==> src/rtl/ust_pkg.sv <==
`default_nettype none

package ust_pkg;

    localparam int NUM_W = 16;

    // operation codes carried in the input transfer
    typedef enum logic [1:0] {
        OP_BOOK   = 2'd0,
        OP_CANCEL = 2'd1,
        OP_SEARCH = 2'd2,
        OP_LIST   = 2'd3
    } op_t;

    // result status codes
    typedef enum logic [3:0] {
        ST_BOOKED    = 4'd0,
        ST_DUPLICATE = 4'd1,
        ST_FULL      = 4'd2,
        ST_CANCELLED = 4'd3,
        ST_NOT_FOUND = 4'd4,
        ST_PRESENT   = 4'd5,
        ST_ABSENT    = 4'd6,
        ST_ENTRY     = 4'd7,
        ST_EMPTY     = 4'd8
    } status_t;

    // one result from the engine to the output register
    typedef struct packed {
        status_t            status;
        logic [NUM_W-1:0]   value;
        logic               last;
    } res_t;

endpackage

`default_nettype wire

==> src/rtl/ust_ram.sv <==
`default_nettype none

module ust_ram #(
    parameter int WIDTH = 16,
    parameter int DEPTH = 32,
    localparam int AW = (DEPTH > 1) ? $clog2(DEPTH) : 1
) (
    input  wire logic             aclk,
    input  wire logic             wr_en,
    input  wire logic [AW-1:0]    wr_addr,
    input  wire logic [WIDTH-1:0] wr_data,
    input  wire logic             rd_en,
    input  wire logic [AW-1:0]    rd_addr,
    output logic      [WIDTH-1:0] rd_data
);

    logic [WIDTH-1:0] mem_reg [DEPTH];
    logic [WIDTH-1:0] rd_data_reg;

    always_ff @(posedge aclk) begin
        if (wr_en) begin
            mem_reg[wr_addr] <= wr_data;
        end
        if (rd_en) begin
            rd_data_reg <= mem_reg[rd_addr];
        end
    end

    assign rd_data = rd_data_reg;

endmodule

`default_nettype wire

==> src/rtl/ust_engine.sv <==
`default_nettype none

module ust_engine
    import ust_pkg::*;
#(
    parameter int CAPACITY = 32,
    localparam int CW = $clog2(CAPACITY + 1)
) (
    input  wire logic             aclk,
    input  wire logic             aresetn,
    input  wire logic             in_valid,
    output logic                  in_ready,
    input  wire op_t              in_op,
    input  wire logic [NUM_W-1:0] in_num,
    output logic                  res_valid,
    input  wire logic             res_ready,
    output res_t                  res,
    output logic      [CW-1:0]    fill
);

    localparam int AW = (CAPACITY > 1) ? $clog2(CAPACITY) : 1;

    typedef enum logic [5:0] {
        S_IDLE     = 6'b000001,
        S_SCAN     = 6'b000010,
        S_SHIFT    = 6'b000100,
        S_LIST_RD  = 6'b001000,
        S_LIST_OUT = 6'b010000,
        S_RESULT   = 6'b100000
    } state_t;

    state_t           state_reg, state_next;
    logic [CW-1:0]    cnt_reg, cnt_next;
    logic [CW-1:0]    idx_reg, idx_next;
    logic [CW-1:0]    rd_idx_reg, rd_idx_next;
    logic             rd_vld_reg, rd_vld_next;
    op_t              op_reg, op_next;
    logic [NUM_W-1:0] num_reg, num_next;
    res_t             out_reg, out_next;

    logic             rd_en;
    logic [AW-1:0]    rd_addr;
    logic [NUM_W-1:0] rd_data;
    logic             wr_en;
    logic [AW-1:0]    wr_addr;
    logic [NUM_W-1:0] wr_data;

    logic [CW-1:0]    last_idx;
    logic [CW-1:0]    prev_idx;

    assign last_idx = cnt_reg - CW'(1);
    assign prev_idx = rd_idx_reg - CW'(1);

    ust_ram #(
        .WIDTH (NUM_W),
        .DEPTH (CAPACITY)
    ) u_ram (
        .aclk    (aclk),
        .wr_en   (wr_en),
        .wr_addr (wr_addr),
        .wr_data (wr_data),
        .rd_en   (rd_en),
        .rd_addr (rd_addr),
        .rd_data (rd_data)
    );

    always_comb begin
        state_next  = state_reg;
        cnt_next    = cnt_reg;
        idx_next    = idx_reg;
        rd_idx_next = rd_idx_reg;
        rd_vld_next = 1'b0;
        op_next     = op_reg;
        num_next    = num_reg;
        out_next    = out_reg;
        rd_en       = 1'b0;
        rd_addr     = idx_reg[AW-1:0];
        wr_en       = 1'b0;
        wr_addr     = cnt_reg[AW-1:0];
        wr_data     = num_reg;
        in_ready    = (state_reg == S_IDLE);
        res_valid   = 1'b0;
        res         = out_reg;

        case (state_reg)
            S_IDLE: begin
                if (in_valid) begin
                    op_next        = in_op;
                    num_next       = in_num;
                    out_next.value = in_num;
                    out_next.last  = 1'b1;
                    idx_next       = '0;
                    if (in_op == OP_BOOK && cnt_reg == CW'(CAPACITY)) begin
                        out_next.status = ST_FULL;
                        state_next      = S_RESULT;
                    end else if (in_op == OP_LIST) begin
                        if (cnt_reg == '0) begin
                            out_next.status = ST_EMPTY;
                            out_next.value  = '0;
                            state_next      = S_RESULT;
                        end else begin
                            state_next = S_LIST_RD;
                        end
                    end else if (cnt_reg == '0) begin
                        // nothing stored: no scan needed
                        state_next = S_RESULT;
                        case (in_op)
                            OP_BOOK: begin
                                wr_en           = 1'b1;
                                wr_addr         = '0;
                                wr_data         = in_num;
                                cnt_next        = CW'(1);
                                out_next.status = ST_BOOKED;
                            end
                            OP_CANCEL: out_next.status = ST_NOT_FOUND;
                            default:   out_next.status = ST_ABSENT;
                        endcase
                    end else begin
                        state_next = S_SCAN;
                    end
                end
            end

            S_SCAN: begin
                // read one entry per cycle, compare it the cycle after
                rd_en       = (idx_reg < cnt_reg);
                rd_vld_next = rd_en;
                rd_idx_next = idx_reg;
                if (rd_en) begin
                    idx_next = idx_reg + CW'(1);
                end
                if (rd_vld_reg) begin
                    if (rd_data == num_reg) begin
                        rd_vld_next = 1'b0;
                        state_next  = S_RESULT;
                        case (op_reg)
                            OP_BOOK:   out_next.status = ST_DUPLICATE;
                            OP_SEARCH: out_next.status = ST_PRESENT;
                            OP_CANCEL: begin
                                out_next.status = ST_CANCELLED;
                                if (rd_idx_reg == last_idx) begin
                                    cnt_next = last_idx;
                                end else begin
                                    idx_next   = rd_idx_reg + CW'(1);
                                    state_next = S_SHIFT;
                                end
                            end
                            default: out_next.status = ST_ABSENT;
                        endcase
                    end else if (rd_idx_reg == last_idx) begin
                        rd_vld_next = 1'b0;
                        state_next  = S_RESULT;
                        case (op_reg)
                            OP_BOOK: begin
                                wr_en           = 1'b1;
                                cnt_next        = cnt_reg + CW'(1);
                                out_next.status = ST_BOOKED;
                            end
                            OP_CANCEL: out_next.status = ST_NOT_FOUND;
                            default:   out_next.status = ST_ABSENT;
                        endcase
                    end
                end
            end

            S_SHIFT: begin
                // read entry k+1, write it back to k
                rd_en       = (idx_reg < cnt_reg);
                rd_vld_next = rd_en;
                rd_idx_next = idx_reg;
                if (rd_en) begin
                    idx_next = idx_reg + CW'(1);
                end
                if (rd_vld_reg) begin
                    wr_en   = 1'b1;
                    wr_addr = prev_idx[AW-1:0];
                    wr_data = rd_data;
                    if (rd_idx_reg == last_idx) begin
                        rd_vld_next = 1'b0;
                        cnt_next    = last_idx;
                        state_next  = S_RESULT;
                    end
                end
            end

            S_LIST_RD: begin
                rd_en      = 1'b1;
                state_next = S_LIST_OUT;
            end

            S_LIST_OUT: begin
                res_valid  = 1'b1;
                res.status = ST_ENTRY;
                res.value  = rd_data;
                res.last   = (idx_reg == last_idx);
                if (res_ready) begin
                    if (idx_reg == last_idx) begin
                        state_next = S_IDLE;
                    end else begin
                        idx_next   = idx_reg + CW'(1);
                        state_next = S_LIST_RD;
                    end
                end
            end

            S_RESULT: begin
                res_valid = 1'b1;
                if (res_ready) begin
                    state_next = S_IDLE;
                end
            end

            default: begin
                state_next = S_IDLE;
            end
        endcase
    end

    always_ff @(posedge aclk) begin
        if (!aresetn) begin
            state_reg  <= S_IDLE;
            cnt_reg    <= '0;
            rd_vld_reg <= 1'b0;
        end else begin
            state_reg  <= state_next;
            cnt_reg    <= cnt_next;
            rd_vld_reg <= rd_vld_next;
        end
    end

    always_ff @(posedge aclk) begin
        idx_reg    <= idx_next;
        rd_idx_reg <= rd_idx_next;
        op_reg     <= op_next;
        num_reg    <= num_next;
        out_reg    <= out_next;
    end

    assign fill = cnt_reg;

endmodule

`default_nettype wire

==> src/rtl/unordered_set_table_top.sv <==
`default_nettype none

// Channel   Dir  Ports                       Payload
// s_        in   s_tvalid/s_tready/s_tdata   func, seat_number
// m_        out  m_tvalid/m_tready/m_tdata   status, entry_value; last on m_tlast
//
// Book, cancel and search scan the stored entries in order (one RAM read per
// cycle, compared the cycle after); a miss scans every entry, a hit ends the
// scan, and a cancel hit with entries behind it shifts them down. List reads
// each entry, then presents it. Empty table or full book: no scan.
// aresetn (synchronous, active low) empties the table; the RAM is not cleared.
// A stalled m_ side holds the engine; s_tready rises once the last result moves.

module unordered_set_table_top
    import ust_pkg::*;
#(
    parameter int CAPACITY = 32
) (
    input  wire logic        aclk,
    input  wire logic        aresetn,
    input  wire logic        s_tvalid,
    output logic             s_tready,
    input  wire logic [23:0] s_tdata,   // [1:0] func, [17:2] seat_number
    output logic             m_tvalid,
    input  wire logic        m_tready,
    output logic      [23:0] m_tdata,   // [3:0] status, [19:4] entry_value
    output logic             m_tlast
);

    localparam int CW = $clog2(CAPACITY + 1);

    logic          res_valid;
    logic          res_ready;
    res_t          res;
    logic [CW-1:0] fill;

    logic          m_tvalid_reg;
    res_t          m_res_reg;

    ust_engine #(
        .CAPACITY (CAPACITY)
    ) u_engine (
        .aclk      (aclk),
        .aresetn   (aresetn),
        .in_valid  (s_tvalid),
        .in_ready  (s_tready),
        .in_op     (op_t'(s_tdata[1:0])),
        .in_num    (s_tdata[17:2]),
        .res_valid (res_valid),
        .res_ready (res_ready),
        .res       (res),
        .fill      (fill)
    );

    // output register: takes a new result when empty or being drained
    assign res_ready = !m_tvalid_reg || m_tready;

    always_ff @(posedge aclk) begin
        if (!aresetn) begin
            m_tvalid_reg <= 1'b0;
        end else if (res_ready) begin
            m_tvalid_reg <= res_valid;
        end
    end

    always_ff @(posedge aclk) begin
        if (res_valid && res_ready) begin
            m_res_reg <= res;
        end
    end

    assign m_tvalid = m_tvalid_reg;
    assign m_tdata  = {4'b0000, m_res_reg.value, m_res_reg.status};
    assign m_tlast  = m_res_reg.last;

    // every accepted transfer takes the engine out of idle
    a_busy_after_accept: assert property (@(posedge aclk) disable iff (!aresetn)
        (s_tvalid && s_tready) |=> !s_tready)
        else $error("s_tready high right after an accepted transfer");

    // table never holds more than its capacity
    a_fill_bound: assert property (@(posedge aclk) disable iff (!aresetn)
        fill <= CW'(CAPACITY))
        else $error("fill count beyond capacity");

    // only list entries may be non-final results
    a_last_only_list: assert property (@(posedge aclk) disable iff (!aresetn)
        (m_tvalid && !m_tlast) |-> (m_res_reg.status == ST_ENTRY))
        else $error("non-final result that is not a list entry");

endmodule

`default_nettype wire

==> config.mk <==
export PLATFORM = sky130hd
export DESIGN_NAME = unordered_set_table_top
export DESIGN_NICKNAME = d
export VERILOG_FILES = /design/src/rtl/ust_pkg.sv /design/src/rtl/ust_ram.sv /design/src/rtl/ust_engine.sv /design/src/rtl/unordered_set_table_top.sv
export SDC_FILE = /design/constraint.sdc
export NUM_CORES = 1
export LEC_CHECK = 0
export BUFFER_PORTS_ARGS = -buffer_cell sky130_fd_sc_hd__buf_2
export CORE_MARGIN = 2
export CORE_UTILIZATION = 35
export CTS_CLUSTER_SIZE = 8
export DETAILED_ROUTE_END_ITERATION = 16
export PLACE_DENSITY = 0.5
export SLEW_MARGIN = 30
export SYNTH_ARGS = -nofsm -noshare
export SYNTH_HDL_FRONTEND = slang
export SYNTH_SLANG_ARGS = --single-unit
==> constraint.sdc <==
create_clock -name aclk -period 5.8 [get_ports aclk]
set_input_delay 1.16 -clock aclk [delete_from_list [all_inputs] [get_ports aclk]]
set_output_delay 1.16 -clock aclk [all_outputs]
set_load 0.02 [all_outputs]
==> reports/summary.txt <==
Syn. warnings: 0
Hold Startpoint: u_engine.out_reg[17]
Clock sink count: 613
Initial DRC count: 1097
Setup TNS: 0 ns
PwrDens: 471.4 nW/um^2
Core Area: 71240 um^2
P_leak: 0.009359 uW
Port bufs: 44
Share of cells above drive strength 1: 0.2934
Number of I/O pins: 55
Max Clk Rate: 0.2355 GHz
DRT Pass-1 Iters: 5
Worst-Skew Late Latency: 0.62 ns
First-pass GRT wire length: 89910 um
Hold Path Class: reg2reg
Register bit total from synthesis: 613
WP data arrival: 4.56 ns
Synth Area in Compound Gates: 0.02869
Final Non-Filler Cells: 2402
GRT Util Overall: 0.1677
Async SR Flop Fraction: 0
Synth Area in Adders: 0.007485
Post-CTS sizing: 0
Fin worst setup slack: 1.554 ns
Cts hold-fix bufs: 0
Post-synthesis simple-gate area fraction: 0.05155
R2r endpoint: u_engine.u_ram.mem_reg[26][5]
Worst Hold End: m_tdata[0]
Crit end category: flop
Post-synthesis xor/xnor area fraction: 0.01677
Final Cycle Share: 0.7321
Nets@finish: 1476
Post-CTS setup buffer count: 0
Total CTS buffers: 86
Wirelength per Cell: 25.38 um
Initial Util: 0.3520
R2r setup slk: 1.55 ns
Detail Route Antenna Nets: 0
Full die area: 73800 um^2
RR Startpoint: u_engine.fill[0]
Placement row count: 98
Total number of vias: 12610
Dpl ws: 1.430 ns
Area share of the largest cell type after synthesis: 0.7174
Critical path class: reg2reg
Number of global-route vias before repair: 13080
Slew of the pin with the lowest slew margin: 0.9388 ns
# setup viols final: 0
Bufs on Longest Clock Path: 3
Max_slew headroom: 0.3719
Largest family of logic cells by synthesized area: multiplexers
Max FO, Critical Path: 11
Multiplexer share of the synthesized area: 0.1513
Max Cap Violations: 0
DP HPWL: 37020 um
Multi-input combinational cell area: 6601 um^2
Status: finished, final reports clean
Top post-synthesis cells by area: edfxtp_1 (72%), mux4_2 (14%), nand2_1 (1.7%), dfxtp_1 (1.1%), xor2_1 (0.94%)
Placed inst area: 26820 um^2
Clock period minus worst slack: 4.246 ns
Hold depth: 1
Max FFs per register: 512
VDD IR max: 0.4161 mV
Die height: 271.7 um
Clk pin slew, worst setup/hold paths: 0.05 ns
Gr ovfl total: 0
Mapped cell area: 25070 um^2
Filler instances: 6307
Ant. Diodes: 0
Count leader, synth: edfxtp_1
Reg area: 18270 um^2
Post-synth EDFFs: 599
Fin. max-slew vios: 0
Ys flop type: edfxtp_1
RSZ-0062 raised after global routing: no
Avg Vias per Cell: 5.250
Syn Inst Count: 1312
Startpoint types: flop
CTS tree: done
Crit. Startpoint: u_engine.fill[0]
CP Data Required Time: 6.11 ns
Routability congestion estimate: 0.8208
Initial antenna violation count: 2
Die W: 271.7 um
Layout Skew: 0.02422 ns
Synth cell types: 67
Final WL: 60970 um
Syn_area_per_cell: 19.11 um^2
Post-synth top area cell: edfxtp_1
Synth top cells by count: edfxtp_1 (599), mux4_2 (160), nand2_1 (114)
H-tree depth: 3
Register-to-Register Path Depth: 10
Area grow syn2layout: 16.22%
Post-Layout Inst Area: 29140 um^2
Final hold viol count: 0
Root Buffer: clkbuf_16
Inst Count DP: 2295
Seq/Total Area, Yosys: 0.7285
Largest net degree at the start of global routing: 134
DRC violations left: 0
## worst max-delay path by stage
stage | end | slack (ns) | cells after the start
CTS | u_engine.u_ram.mem_reg[17][4] | 1.46 | 9
global route | u_engine.u_ram.mem_reg[26][5] | 1.23 | 10
floorplan | u_engine.u_ram.mem_reg[31][0] | 1.29 | 8
finish | u_engine.u_ram.mem_reg[26][5] | 1.55 | 10
detailed placement | u_engine.u_ram.mem_reg[26][8] | 1.43 | 10
global placement | u_engine.u_ram.mem_reg[26][13] | 1.47 | 10
## cells in the final DEF (no fill, tap or decap), types with 27 or more instances in the layout
master     count
mux4_2       160
buf_4         53
nand2_1      105
xor2_1        27
clkbuf_16     87
edfxtp_1     599
nor2_1        29
buf_2         44
## through the flow
stage	hold WS, ns	util	total power (uW)
after floorplan	0.4523	-	8101
after global placement	0.4812	0.3754	9433
after detailed placement	0.4855	0.3765	9505
after CTS	0.4974	0.4086	13950
after global routing	0.5129	0.4090	14340
final	0.4970	0.4090	13740
## logic make-up (layout without fill, tap and decap cells)
family                   after synthesis  after routing
AO/OA/AOI/OAI                        100            100
XOR/XNOR                              44             44
other                                  1              4
adder cells (fa/ha/maj)               15             15
flip-flops                           613            613
multiplexers                         177            177
buffers and inverters                 93            230
AND/OR/NAND/NOR                      269            269
## area by class of cell
cell class | count | area share
Clock buffer | 103 | 0.07677
Timing Repair Buffer | 101 | 0.02447
Inverter | 22 | 0.002834
Sequential cell | 613 | 0.6269
Multi-Input combinational cell | 609 | 0.2265
Tap cell | 950 | 0.04079
Clock inverter | 4 | 0.001717
## layer usage
metal	routed length [um]	GRT usage	vias up
met5	0	0	-
met1	26800	0.2272	6688
met4	1080	0.04988	0
met2	29990	0.2771	328
met3	3097	0.03008	65
li1	-	-	5530
## worst max-delay path, stage by stage, from the launching register on
cell and delay (ns):
dfxtp_1 0.43, inv_1 0.18, ha_1 0.28, nor3b_1 0.36, xnor2_1 0.16, and4_1 0.35
nand2_2 0.18, o41ai_4 0.68, nand3b_1 0.36, nor2_2 0.68, buf_4 0.28
## where the power goes
group	switching [uW]	internal (uW)	total [uW]	leakage [uW]
Sequential	103	5480	5590	0.00553
Combinational	2210	1530	3740	0.00271
Clock	1740	2660	4400	0.00111
(Power assumes the default switching activity.)
